`config.mk`:
```
export PLATFORM = sky130hd
export DESIGN_NAME = dual_encoder_position_velocity
export DESIGN_NICKNAME = d
export VERILOG_FILES = /design/src/rtl/core/depv_pkg.sv /design/src/rtl/core/depv_div.sv /design/src/rtl/core/depv_dp.sv /design/src/rtl/core/depv_ctrl.sv /design/src/rtl/core/dual_encoder_position_velocity.sv
export SDC_FILE = /design/constraint.sdc
export NUM_CORES = 2
export LEC_CHECK = 0
export ABC_AREA = 0
export ABC_CLOCK_PERIOD_IN_PS = 15800
export BUFFER_PORTS_ARGS = -buffer_cell sky130_fd_sc_hd__buf_2
export CORE_UTILIZATION = 40
export DETAILED_ROUTE_END_ITERATION = 12
export GPL_ROUTABILITY_DRIVEN = 0
export PLACE_DENSITY = 0.63
export SYNTH_ARGS = -nofsm -noshare
export SYNTH_HDL_FRONTEND = slang
export SYNTH_HIERARCHICAL = 1
export SYNTH_SLANG_ARGS = --single-unit
```
`constraint.sdc`:
```
create_clock -name clk_i -period 15.8 [get_ports clk_i]
set_clock_uncertainty 0.15 [all_clocks]
set_input_delay 2.37 -clock clk_i [delete_from_list [all_inputs] [get_ports clk_i]]
set_output_delay 2.37 -clock clk_i [all_outputs]
set_load 0.005 [all_outputs]
```
`src/rtl/core/depv_pkg.sv`:
```
// depv_pkg: shared types, codes and saturation helpers for the dual encoder
// position and velocity estimator; no dependencies, compiled first
package depv_pkg;

  localparam int unsigned DataW      = 32;
  localparam int unsigned MagW       = 52;
  localparam int unsigned CntW       = $clog2(MagW + 1);
  localparam int unsigned ProdW      = 64;
  localparam int unsigned AngleShift = 14;
  localparam int unsigned ShiftW     = ProdW - AngleShift;
  localparam logic signed [DataW-1:0] UsPerSec = 32'sd1000000;
  localparam logic [DataW-1:0] SatMax = 32'h7fff_ffff;
  localparam logic [DataW-1:0] SatMin = 32'h8000_0000;

  typedef enum logic [1:0] {
    STATUS_OK      = 2'd0,
    STATUS_UNAVAIL = 2'd1,
    STATUS_ZERO_DT = 2'd2
  } status_e;

  typedef enum logic [1:0] {
    REG_ENABLE    = 2'd0,
    REG_SCALE_ONE = 2'd1,
    REG_SCALE_TWO = 2'd2
  } cfg_reg_e;

  typedef enum logic [1:0] {
    MUL_JOINT_ONE = 2'd0,
    MUL_JOINT_TWO = 2'd1,
    MUL_DIFF_ONE  = 2'd2,
    MUL_DIFF_TWO  = 2'd3
  } mul_sel_e;

  typedef enum logic [3:0] {
    ST_IDLE,
    ST_MUL_ONE,
    ST_MUL_TWO,
    ST_ANGLE_TWO,
    ST_DIFF_ONE,
    ST_DIFF_TWO,
    ST_DIV_LOAD,
    ST_DIVIDE,
    ST_RESULT
  } ctrl_state_e;

  typedef struct packed {
    logic        [31:0] sample_time_us;
    logic        [31:0] sample_sequence;
    logic signed [31:0] encoder_one_count;
    logic signed [31:0] encoder_two_count;
  } sample_t;

  typedef struct packed {
    logic        [1:0]  status_code;
    logic        [31:0] out_sequence;
    logic        [31:0] out_time_us;
    logic signed [31:0] angle_one;
    logic signed [31:0] rate_one;
    logic signed [31:0] angle_two;
    logic signed [31:0] rate_two;
  } result_t;

  typedef struct packed {
    logic     capture;
    logic     mul_en;
    mul_sel_e mul_sel;
    logic     angle_one_ld;
    logic     angle_two_ld;
    logic     num_one_ld;
    logic     div_start;
    logic     finish;
  } dp_cmd_t;

  typedef struct packed {
    logic enable;
    logic primed;
    logic dt_zero;
    logic div_busy;
  } dp_stat_t;

  // floor of a Q2.30 by count product to Q16.16, clamped to 32 bits
  function automatic logic [DataW-1:0] sat_angle(input logic [ProdW-1:0] prod);
    logic [ShiftW-1:0] s;
    s = prod[ProdW-1:AngleShift];
    if ((&s[ShiftW-1:DataW-1]) || !(|s[ShiftW-1:DataW-1])) begin
      return s[DataW-1:0];
    end else if (s[ShiftW-1]) begin
      return SatMin;
    end else begin
      return SatMax;
    end
  endfunction

  // signed quotient from magnitude and sign, clamped to 32 bits
  function automatic logic [DataW-1:0] sat_rate(input logic [MagW-1:0] q, input logic neg);
    if (neg) begin
      if ((|q[MagW-1:DataW]) || (q[DataW-1] && (|q[DataW-2:0]))) begin
        return SatMin;
      end else begin
        return ~q[DataW-1:0] + 32'd1;
      end
    end else if (|q[MagW-1:DataW-1]) begin
      return SatMax;
    end else begin
      return q[DataW-1:0];
    end
  endfunction

endpackage

```
`src/rtl/core/depv_div.sv`:
```
// depv_div: two-lane restoring divider, one quotient bit per lane each cycle
// over a shared 32-bit divisor; depends on depv_pkg
module depv_div (
  input  logic                      clk_i,
  input  logic                      rst_ni,
  input  logic                      start_i,
  input  logic [depv_pkg::MagW-1:0] num_a_i,
  input  logic [depv_pkg::MagW-1:0] num_b_i,
  input  logic [31:0]               den_i,
  output logic                      busy_o,
  output logic [depv_pkg::MagW-1:0] quo_a_o,
  output logic [depv_pkg::MagW-1:0] quo_b_o
);
  import depv_pkg::*;

  logic [CntW-1:0] cnt_q, cnt_d;
  logic [31:0]     den_q;
  logic [31:0]     rem_q [2];
  logic [31:0]     rem_d [2];
  logic [MagW-1:0] quo_q [2];
  logic [MagW-1:0] quo_d [2];
  logic [32:0]     trial [2];
  logic            ge    [2];

  assign busy_o  = (cnt_q != '0);
  assign quo_a_o = quo_q[0];
  assign quo_b_o = quo_q[1];

  always_comb begin
    for (int i = 0; i < 2; i++) begin
      trial[i] = {rem_q[i], quo_q[i][MagW-1]};
      ge[i]    = (trial[i] >= {1'b0, den_q});
      rem_d[i] = ge[i] ? 32'(trial[i] - {1'b0, den_q}) : trial[i][31:0];
      quo_d[i] = {quo_q[i][MagW-2:0], ge[i]};
    end
    cnt_d = cnt_q - CntW'(1);
  end

  always_ff @(posedge clk_i or negedge rst_ni) begin
    if (!rst_ni) begin
      cnt_q <= '0;
    end else if (start_i) begin
      cnt_q <= CntW'(MagW);
    end else if (busy_o) begin
      cnt_q <= cnt_d;
    end
  end

  always_ff @(posedge clk_i) begin
    if (start_i) begin
      den_q    <= den_i;
      rem_q[0] <= '0;
      rem_q[1] <= '0;
      quo_q[0] <= num_a_i;
      quo_q[1] <= num_b_i;
    end else if (busy_o) begin
      rem_q[0] <= rem_d[0];
      rem_q[1] <= rem_d[1];
      quo_q[0] <= quo_d[0];
      quo_q[1] <= quo_d[1];
    end
  end

endmodule

```
`src/rtl/core/depv_dp.sv`:
```
// depv_dp: configuration and state registers, shared multiplier, divider and
// result register; depends on depv_pkg and depv_div
module depv_dp (
  input  logic              clk_i,
  input  logic              rst_ni,
  input  logic              cfg_we_i,
  input  logic [1:0]        cfg_index_i,
  input  logic [31:0]       cfg_wdata_i,
  input  depv_pkg::sample_t sample_i,
  input  depv_pkg::dp_cmd_t cmd_i,
  output depv_pkg::dp_stat_t stat_o,
  output depv_pkg::result_t result_o
);
  import depv_pkg::*;

  logic              enable_q;
  logic [31:0]       scale_one_q, scale_two_q;
  logic              primed_q;
  logic [31:0]       last_time_q, last_angle_one_q, last_angle_two_q;
  sample_t           sample_q;
  logic [ProdW-1:0]  prod_q, num_one_q;
  logic [31:0]       angle_one_q, angle_two_q;
  logic              neg_one_q, neg_two_q;
  result_t           result_q, result_d;

  logic signed [32:0]      mul_a;
  logic signed [31:0]      mul_b;
  logic signed [64:0]      mul_p;
  logic signed [32:0]      diff_one, diff_two;
  logic [31:0]             dt;
  logic [ProdW-1:0]        abs_one, abs_two;
  logic                    div_busy;
  logic [MagW-1:0]         quo_one, quo_two;

  assign diff_one = $signed({angle_one_q[31], angle_one_q})
                  - $signed({last_angle_one_q[31], last_angle_one_q});
  assign diff_two = $signed({angle_two_q[31], angle_two_q})
                  - $signed({last_angle_two_q[31], last_angle_two_q});
  assign dt       = sample_q.sample_time_us - last_time_q;

  always_comb begin
    case (cmd_i.mul_sel)
      MUL_JOINT_ONE: begin
        mul_a = {sample_q.encoder_one_count[31], sample_q.encoder_one_count};
        mul_b = scale_one_q;
      end
      MUL_JOINT_TWO: begin
        mul_a = {sample_q.encoder_two_count[31], sample_q.encoder_two_count};
        mul_b = scale_two_q;
      end
      MUL_DIFF_ONE: begin
        mul_a = diff_one;
        mul_b = UsPerSec;
      end
      MUL_DIFF_TWO: begin
        mul_a = diff_two;
        mul_b = UsPerSec;
      end
      default: begin
        mul_a = '0;
        mul_b = '0;
      end
    endcase
    mul_p = mul_a * mul_b;
  end

  assign abs_one = num_one_q[ProdW-1] ? (~num_one_q + 64'd1) : num_one_q;
  assign abs_two = prod_q[ProdW-1] ? (~prod_q + 64'd1) : prod_q;

  depv_div u_div (
    .clk_i   (clk_i),
    .rst_ni  (rst_ni),
    .start_i (cmd_i.div_start),
    .num_a_i (abs_one[MagW-1:0]),
    .num_b_i (abs_two[MagW-1:0]),
    .den_i   (dt),
    .busy_o  (div_busy),
    .quo_a_o (quo_one),
    .quo_b_o (quo_two)
  );

  assign stat_o.enable   = enable_q;
  assign stat_o.primed   = primed_q;
  assign stat_o.dt_zero  = (dt == '0);
  assign stat_o.div_busy = div_busy;

  always_comb begin
    result_d = '0;
    if (!enable_q) begin
      result_d.status_code = STATUS_UNAVAIL;
    end else begin
      result_d.status_code  = (primed_q && stat_o.dt_zero) ? STATUS_ZERO_DT : STATUS_OK;
      result_d.out_sequence = primed_q ? sample_q.sample_sequence : '0;
      result_d.out_time_us  = sample_q.sample_time_us;
      result_d.angle_one    = angle_one_q;
      result_d.angle_two    = angle_two_q;
      if (primed_q && !stat_o.dt_zero) begin
        result_d.rate_one = sat_rate(quo_one, neg_one_q);
        result_d.rate_two = sat_rate(quo_two, neg_two_q);
      end
    end
  end

  always_ff @(posedge clk_i or negedge rst_ni) begin
    if (!rst_ni) begin
      enable_q         <= 1'b0;
      scale_one_q      <= '0;
      scale_two_q      <= '0;
      primed_q         <= 1'b0;
      last_time_q      <= '0;
      last_angle_one_q <= '0;
      last_angle_two_q <= '0;
    end else begin
      if (cmd_i.finish && enable_q) begin
        primed_q         <= 1'b1;
        last_time_q      <= sample_q.sample_time_us;
        last_angle_one_q <= angle_one_q;
        last_angle_two_q <= angle_two_q;
      end
      if (cfg_we_i) begin
        case (cfg_index_i)
          REG_ENABLE: begin
            enable_q         <= cfg_wdata_i[0];
            primed_q         <= 1'b0;
            last_time_q      <= '0;
            last_angle_one_q <= '0;
            last_angle_two_q <= '0;
          end
          REG_SCALE_ONE: scale_one_q <= cfg_wdata_i;
          REG_SCALE_TWO: scale_two_q <= cfg_wdata_i;
          default: ;
        endcase
      end
    end
  end

  always_ff @(posedge clk_i) begin
    if (cmd_i.capture) begin
      sample_q <= sample_i;
    end
    if (cmd_i.mul_en) begin
      prod_q <= mul_p[ProdW-1:0];
    end
    if (cmd_i.angle_one_ld) begin
      angle_one_q <= sat_angle(prod_q);
    end
    if (cmd_i.angle_two_ld) begin
      angle_two_q <= sat_angle(prod_q);
    end
    if (cmd_i.num_one_ld) begin
      num_one_q <= prod_q;
    end
    if (cmd_i.div_start) begin
      neg_one_q <= num_one_q[ProdW-1];
      neg_two_q <= prod_q[ProdW-1];
    end
    if (cmd_i.finish) begin
      result_q <= result_d;
    end
  end

  assign result_o = result_q;

endmodule

```
`src/rtl/core/depv_ctrl.sv`:
```
// depv_ctrl: sequencer for one sample and the result valid flag
// depends on depv_pkg
module depv_ctrl (
  input  logic               clk_i,
  input  logic               rst_ni,
  input  logic               in_valid_i,
  output logic               in_ready_o,
  output logic               out_valid_o,
  input  logic               out_ready_i,
  input  depv_pkg::dp_stat_t stat_i,
  output depv_pkg::dp_cmd_t  cmd_o
);
  import depv_pkg::*;

  ctrl_state_e state_q, state_d;
  logic        out_valid_q;
  logic        slot_free;

  assign slot_free   = !out_valid_q || out_ready_i;
  assign out_valid_o = out_valid_q;
  assign in_ready_o  = (state_q == ST_IDLE);

  always_comb begin
    state_d = state_q;
    case (state_q)
      ST_IDLE: begin
        if (in_valid_i) begin
          state_d = stat_i.enable ? ST_MUL_ONE : ST_RESULT;
        end
      end
      ST_MUL_ONE:   state_d = ST_MUL_TWO;
      ST_MUL_TWO:   state_d = ST_ANGLE_TWO;
      ST_ANGLE_TWO: begin
        state_d = (stat_i.primed && !stat_i.dt_zero) ? ST_DIFF_ONE : ST_RESULT;
      end
      ST_DIFF_ONE:  state_d = ST_DIFF_TWO;
      ST_DIFF_TWO:  state_d = ST_DIV_LOAD;
      ST_DIV_LOAD:  state_d = ST_DIVIDE;
      ST_DIVIDE: begin
        if (!stat_i.div_busy) begin
          state_d = ST_RESULT;
        end
      end
      ST_RESULT: begin
        if (slot_free) begin
          state_d = ST_IDLE;
        end
      end
      default: state_d = ST_IDLE;
    endcase
  end

  always_comb begin
    cmd_o = '0;
    case (state_q)
      ST_IDLE: cmd_o.capture = in_valid_i;
      ST_MUL_ONE: begin
        cmd_o.mul_en  = 1'b1;
        cmd_o.mul_sel = MUL_JOINT_ONE;
      end
      ST_MUL_TWO: begin
        cmd_o.angle_one_ld = 1'b1;
        cmd_o.mul_en       = 1'b1;
        cmd_o.mul_sel      = MUL_JOINT_TWO;
      end
      ST_ANGLE_TWO: cmd_o.angle_two_ld = 1'b1;
      ST_DIFF_ONE: begin
        cmd_o.mul_en  = 1'b1;
        cmd_o.mul_sel = MUL_DIFF_ONE;
      end
      ST_DIFF_TWO: begin
        cmd_o.num_one_ld = 1'b1;
        cmd_o.mul_en     = 1'b1;
        cmd_o.mul_sel    = MUL_DIFF_TWO;
      end
      ST_DIV_LOAD: cmd_o.div_start = 1'b1;
      ST_RESULT:   cmd_o.finish = slot_free;
      default: ;
    endcase
  end

  always_ff @(posedge clk_i or negedge rst_ni) begin
    if (!rst_ni) begin
      state_q     <= ST_IDLE;
      out_valid_q <= 1'b0;
    end else begin
      state_q <= state_d;
      if (cmd_o.finish) begin
        out_valid_q <= 1'b1;
      end else if (out_ready_i) begin
        out_valid_q <= 1'b0;
      end
    end
  end

endmodule

```
`src/rtl/core/dual_encoder_position_velocity.sv`:
```
// dual_encoder_position_velocity: top level joining sequencer and datapath
// depends on depv_pkg, depv_ctrl, depv_dp and depv_div
//
// usage: a sample request (timestamp, sequence, two encoder counts) enters on
// sample_valid_i/sample_ready_o and yields exactly one result request on
// result_valid_o/result_ready_i. registers are written through cfg_we_i with
// cfg_index_i (0 enable, 1 and 2 the joint scales) while the block is idle,
// which the user must keep, as the block does not enforce it; writing enable
// clears the stored time and angles. while disabled an accepted sample goes
// straight to the result step; the initializing sample or a zero interval
// first takes the two angle passes. a full sample adds the divider: both
// joints divide in parallel, one quotient bit per cycle over 52 bits,
// after two shared multiplier passes for the angles and two for the
// scaled differences. a new sample is taken the cycle after the previous
// result is loaded; a finished result waits in the output register while
// the next sample is accepted and worked on.
// reset clears config, history, state and the output valid. when the receiver
// stalls, the next result waits in its last step until the output frees.
module dual_encoder_position_velocity (
  input  logic              clk_i,
  input  logic              rst_ni,
  input  logic              cfg_we_i,
  input  logic [1:0]        cfg_index_i,
  input  logic [31:0]       cfg_wdata_i,
  input  logic              sample_valid_i,
  output logic              sample_ready_o,
  input  depv_pkg::sample_t sample_req_i,
  output logic              result_valid_o,
  input  logic              result_ready_i,
  output depv_pkg::result_t result_req_o
);
  import depv_pkg::*;

  dp_cmd_t  cmd;
  dp_stat_t stat;

  depv_ctrl u_ctrl (
    .clk_i       (clk_i),
    .rst_ni      (rst_ni),
    .in_valid_i  (sample_valid_i),
    .in_ready_o  (sample_ready_o),
    .out_valid_o (result_valid_o),
    .out_ready_i (result_ready_i),
    .stat_i      (stat),
    .cmd_o       (cmd)
  );

  depv_dp u_dp (
    .clk_i       (clk_i),
    .rst_ni      (rst_ni),
    .cfg_we_i    (cfg_we_i),
    .cfg_index_i (cfg_index_i),
    .cfg_wdata_i (cfg_wdata_i),
    .sample_i    (sample_req_i),
    .cmd_i       (cmd),
    .stat_o      (stat),
    .result_o    (result_req_o)
  );

endmodule
```
## Yosys cells after proc, flatten, opt, wreduce, memory -nomap -nowiden

Memories as Yosys holds them, arrays and structs flattened.
Index checks and enable logic that the tools add are counted.

| storage, ports and cells | value |
|---|---|
| bits in registers | 721 |
| bits in latches | 0 |
| bits in writable memories | 168 |
| ROM bits | 0 |
| logic and storage cells | 154 |
| memories | 2 |

| operators by class | value |
|---|---|
| add/sub/neg operators | 10 |
| $mul | 1 |
| div/mod/pow operators | 0 |
| order comparisons | 2 |
| equality and inequality tests | 16 |
| shift-type cells | 0 |
| muxes and demuxes | 53 |
| bitwise gates (word level) | 8 |
| reductions and logical operators | 34 |

Memory list:

| memory | words | bits a word | rd ports | clocked after memory_dff | write ports | RTL line | text |
|---|---|---|---|---|---|---|---|
| u_dp.u_div.quo_q | 2 | 52 | 2 | 0 | 2 | depv_div.sv:20 | `logic [MagW-1:0] quo_q [2];` |
| u_dp.u_div.rem_q | 2 | 32 | 2 | 0 | 2 | depv_div.sv:18 | `logic [31:0] rem_q [2];` |

Operators with widths:

| kind | number |
|---|---|
| two-way mux 32 bit | 21 |
| two-way mux 52 bit | 4 |
| case mux 33 bit (4 select lines) | 1 |
| adder 52 x 1 -> 52 bit, second input constant | 2 |
| inverter 52 bit | 2 |
| case mux 32 bit (3 select lines) | 1 |
| subtractor 32 bit | 3 |
| greater-or-equal comparator 33 x 32 -> 1 bit | 2 |
| subtractor 32 x 32 -> 33 bit | 2 |
| adder 32 x 1 -> 32 bit, second input constant | 2 |
| multiplier 33 x 32 -> 64 bit | 1 |
| inverter 32 bit | 2 |
| OR reduction 31 bit | 2 |
| OR reduction 21 bit | 2 |
| OR reduction 20 bit | 2 |
| case mux 4 bit (9 select lines) | 1 |
| zero test 32 bit | 1 |
| two-way mux 4 bit | 5 |
| AND reduction 19 bit | 1 |
| OR reduction 19 bit | 1 |
| == test 4 x 3 -> 1 bit, second input constant | 4 |
| two-way mux 1 bit | 16 |
| two-way mux 6 bit | 2 |
| case mux 3 bit (4 select lines) | 1 |
| other kinds (20) | 43 |

## Depth between registers and ports, before layout

| logic depth | value |
|---|---|
| depth in word-level cells | 7 |
| mapped depth | 43 |
| mapped depth without buffers | 42 |

## By module

The synthesis kept the hierarchy.

By module, submodules not included:

| module | times used | cells an instance | area each (um^2) | sequential area each (um^2) |
|---|---|---|---|---|
| depv_dp | 1 | 7,083 | 70,071.0 | 19,218.4 |
| depv_div | 1 | 1,231 | 12,146.6 | 6,155.9 |
| depv_ctrl | 1 | 40 | 361.6 | 125.1 |

## Least setup slack after synthesis

Ideal clock, no wire load.

| timing path | value |
|---|---|
| kind | register to register |
| start point | register u_ctrl.state_q[0] |
| end point | register u_dp.prod_q[63], data pin |
| data arrival time | 13,574 ps |
| data required time | 15,389 ps |
| slack | 1,815 ps |
| cell stages (with the launch flop) | 35 |
| period minus slack after synthesis | 13,985 ps |
| path through | dfrtp_1 -> buf_2 -> nor4b_1 -> or2_1 -> buf_1 -> clkbuf_1 -> buf_1 -> clkbuf_1 -> clkbuf_1 -> mux2_2 -> nand2_1 -> fa_1 -> fa_1 -> fa_1 -> inv_1 -> fa_1 -> fa_1 -> inv_1 -> fa_1 -> inv_1 -> fa_1 -> inv_1 -> fa_1 -> inv_1 -> ha_1 -> a21o_1 -> or4_1 -> a21o_1 -> a2111oi_0 -> nor2_1 -> o41ai_1 -> a31oi_1 -> a21oi_1 -> o21ai_0 -> xnor2_1 |

RTL lines:

| what | RTL line | text |
|---|---|---|
| start, declared | depv_ctrl.sv:15 | `ctrl_state_e state_q, state_d;` |
| start signal, assigned | depv_ctrl.sv:87 | `state_q <= state_d;` |
| end signal, assigned | depv_dp.sv:142 | `prod_q <= mul_p[ProdW-1:0];` |
| end, declared | depv_dp.sv:21 | `logic [ProdW-1:0] prod_q, num_one_q;` |

## Worst setup path after layout

| timing path | value |
|---|---|
| start point | register u_dp.angle_one_q[16] |
| end point | register u_dp.prod_q[57], data pin |

| on the way | value |
|---|---|
| word-level cells in the longest chain between the ends | 3 |

RTL lines:

| what | RTL line | text |
|---|---|---|
| start, declared | depv_dp.sv:22 | `logic [31:0] angle_one_q, angle_two_q;` |
| start signal, assigned | depv_dp.sv:145 | `angle_one_q <= sat_angle(prod_q);` |
| subtractor 32 x 32 -> 33 bit | depv_dp.sv:36 | `- $signed({last_angle_one_q[31], last_angle_one_q});` |
| case mux 33 bit (4 select lines) | depv_dp.sv:42 | `case (cmd_i.mul_sel)` |
| multiplier 33 x 32 -> 64 bit | depv_dp.sv:64 | `mul_p = mul_a * mul_b;` |
| named net u_dp.mul_p[57] | depv_dp.sv:28 | `logic signed [64:0] mul_p;` |

The timed path passes the listed nets, and every way through them passes these cells.
A chain may end at the register's enable or synchronous reset.

==> results by group <==
Clock tree
  – CTS tree: done
  – Clock Sinks: approximately 880
  – Hold_buf cts: 0
  – Number of buffers created by CTS: 98
  – Post-CTS Setup Inserts: 0
  – CTS resizes: 0
  – CTS Buffer Depth: 3
  – Htree depth: 3
  – Clk_lat worst skew: 770 ps
  – Clk root buf: clkbuf_16
  – Clk pin slew, worst setup/hold paths: roughly 60 ps

Synth
  – Seq/Total Area, Yosys: 30.9%
  – Post-synthesis register bit count: between 800 and 900
  – Syn Nets: 9977
  – Mean Syn Cell Area: 9.88 sq um
  – Async S/R FF share, synth: roughly a fifth
  – Top_reg_cell synth: edfxtp_1
  – Syn Std Cell Area: a little over 0.08 sq mm
  – Synth warn: 6
  – Cells after Synth: 8354
  – Post-synth EDFFs: 705
  – Cell variety after synth: between 90 and 100

Final layout
  – Leading cell type in the layout, fill and taps excluded: inv_1
  – Layout Nets: just over 10000
  – Leading cell types in the layout, fill and taps excluded: 1334 x inv_1, 1205 x nand2_1, 1108 x fa_1, 705 x edfxtp_1, 685 x nor2_1
  – Fin cells: 11400
  – Area delta synth->final: 10.3%
  – Share of cells above drive strength 1: approximately 10%

Setup path
  – WP data required: 16170 ps
  – Max stage delay on crit path: around 1100 ps
  – CP Capture Type: flop
  – WS Path Type: reg -> reg
  – Critical path data arrival time: approximately 14000 ps
  – Crit Path Max Fanout: 7
  – CP dominant cell by count: fa_1
  – Crit-path slowest cell: a21boi_0
  – CP Launch Type: flop

Timing
  – Final setup margin: 2080 ps
  – Crit path time final: roughly 14000 ps
  – TNS Setup: 0 ps
  – Slew Limit Fails: 0
  – RSZ-0062 raised after global routing: no
  – Rel. slew slack: less than 1%
  – Final period utilization: roughly 87%
  – Endpoints failing setup: 0
  – Hold Violations, Final: 0
  – Peak Freq: around 0.073 GHz
  – Worst slew pin tran: ~1500 ps

Place
  – Port Buffers: ~360
  – Post-DP HPWL: approximately 210 mm
  – Worst slack at placement: between 2000 and 2500 ps
  – Placed Cells: ~11000

Global routing
  – Largest net degree at the start of global routing: 101
  – Initial antenna violation count: 22
  – Overall Global Routing Usage: 25.4%
  – Vias in the first global route: approximately 64000
  – Grt total ovfl: 0
  – First-pass GRT wire length: 400 mm

Detailed routing
  – Final ANT Viol Nets: 0
  – Vias: around 63000
  – Remaining DRCs: 0
  – Vias per std cell: 5.56
  – Initial DRC Count: between 6000 and 7000
  – Final wirelength: 264 mm
  – DR pass1 iterations: 8
  – Avg WL per Cell: 23.3 microns

Outcome
  – Failing checks: max-capacitance violations
  – Status: complete, but fails checks

Worst hold path
  – Hold/Removal Path Class: reg -> reg

Die
  – Core area: approximately 0.20 sq mm
  – Starting Density: 40.3%
  – Ports: about 360
  – FP Rows: about 170
  – Die height: roughly 460 microns
  – Die area: 0.208 sq mm
  – Die Wd: between 400 and 500 microns

Run
  – # Max-Cap Violations: 1
final timing paths:
path,from,depth (start not counted),slack (ps),end
max,u_dp/angle_one_q[16]$_DFFE_PP_,34,2080,u_dp/prod_q[57]$_DFFE_PP_
min,u_dp/u_div/cnt_q[2]$_DFFE_PN0P_,1,350,u_dp/u_div/cnt_q[2]$_DFFE_PN0P_
max reg2reg,u_dp/angle_one_q[16]$_DFFE_PP_,34,2080,u_dp/prod_q[57]$_DFFE_PP_
min reg2reg,u_dp/u_div/cnt_q[2]$_DFFE_PN0P_,1,350,u_dp/u_div/cnt_q[2]$_DFFE_PN0P_
max in group asynchronous,rst_ni,3,11860,u_dp/last_angle_one_q[30]$_DFF_PN0_
min in group asynchronous,rst_ni,1,1500,u_dp/last_time_q[11]$_DFF_PN0_
metal layers:
layer  track usage [%]  wire length, microns  share of wire (%)  up-vias
met5                 0                    75              0.028        -
met4              14.5                 18000                6.8       10
met3              6.80                 27600                 10      859
met2              39.2                117000                 44     3159
met1              32.2                102000                 39    31600
li1                  -                     -                  -    27500
sequential cells by signal, summed over array words and instances (netlist names), 53 cells and up:
signal,flops
u_dp/sample_q,128
u_dp/num_one_q,53
u_dp/u_div/rem_q,64
u_dp/prod_q,64
u_dp/u_div/quo_q,104
u_dp/result_o,194
cells by family after synthesis:
logic type	share of synthesized area, %
adder cells (fa/ha/maj)	32.1
buffers and inverters	7.79
AO/OA/AOI/OAI	8.76
XOR/XNOR	3.25
multiplexers	2.58
flip-flops	30.9
AND/OR/NAND/NOR	14.6
synthesized netlist by cell type, types with 97 or more instances:
library cell     n  share of area, %
inv_1         1334               6.1
nand2_1       1207               5.5
fa_1          1108                27
edfxtp_1       705                26
nor2_1         693               3.1
a21oi_1        375               2.3
ha_1           348               5.3
clkbuf_1       294               1.3
o21ai_0        238               1.4
xnor2_1        233               2.5
dfrtp_1        173               5.2
and2_1         159               1.2
nor3_1         133              0.81
a21o_1         103              0.94
mux2i_1         97               1.2
cell type report:
class / instances / area [sq um]
Antenna cell: 5 / 12.5
Clock buffer: 125 / 2680
Multi-Input combinational cell: 5784 / 50900
Sequential cell: 878 / 25500
Inverter: 1335 / 5010
Tap cell: 2688 / 3360
Fill cell: 19300 / 114000
Clock inverter: 60 / 933
Timing Repair Buffer: 485 / 2750
through the flow:
stage               util, %  hold WS, ps  area (sq um)
global route           44.5          370         91100
detailed placement     42.7          342         87500
global placement       42.7          333         87500
floorplan                 -          274         82600
finish                 44.5          353         91100
CTS                    44.5          355         91100
critical path, delay by kind of cell, from the launching register on:
kind                     cells  cell delay [ps]
XOR/XNOR                     1              100
buffers and inverters        3              390
adder cells (fa/ha/maj)     10             5060
AND/OR/NAND/NOR              3              560
AO/OA/AOI/OAI               17             6750
flip-flops                   1              430
Power is not shown: default switching activity piles up to over one toggle a cycle in this logic, so the estimate is an artifact.
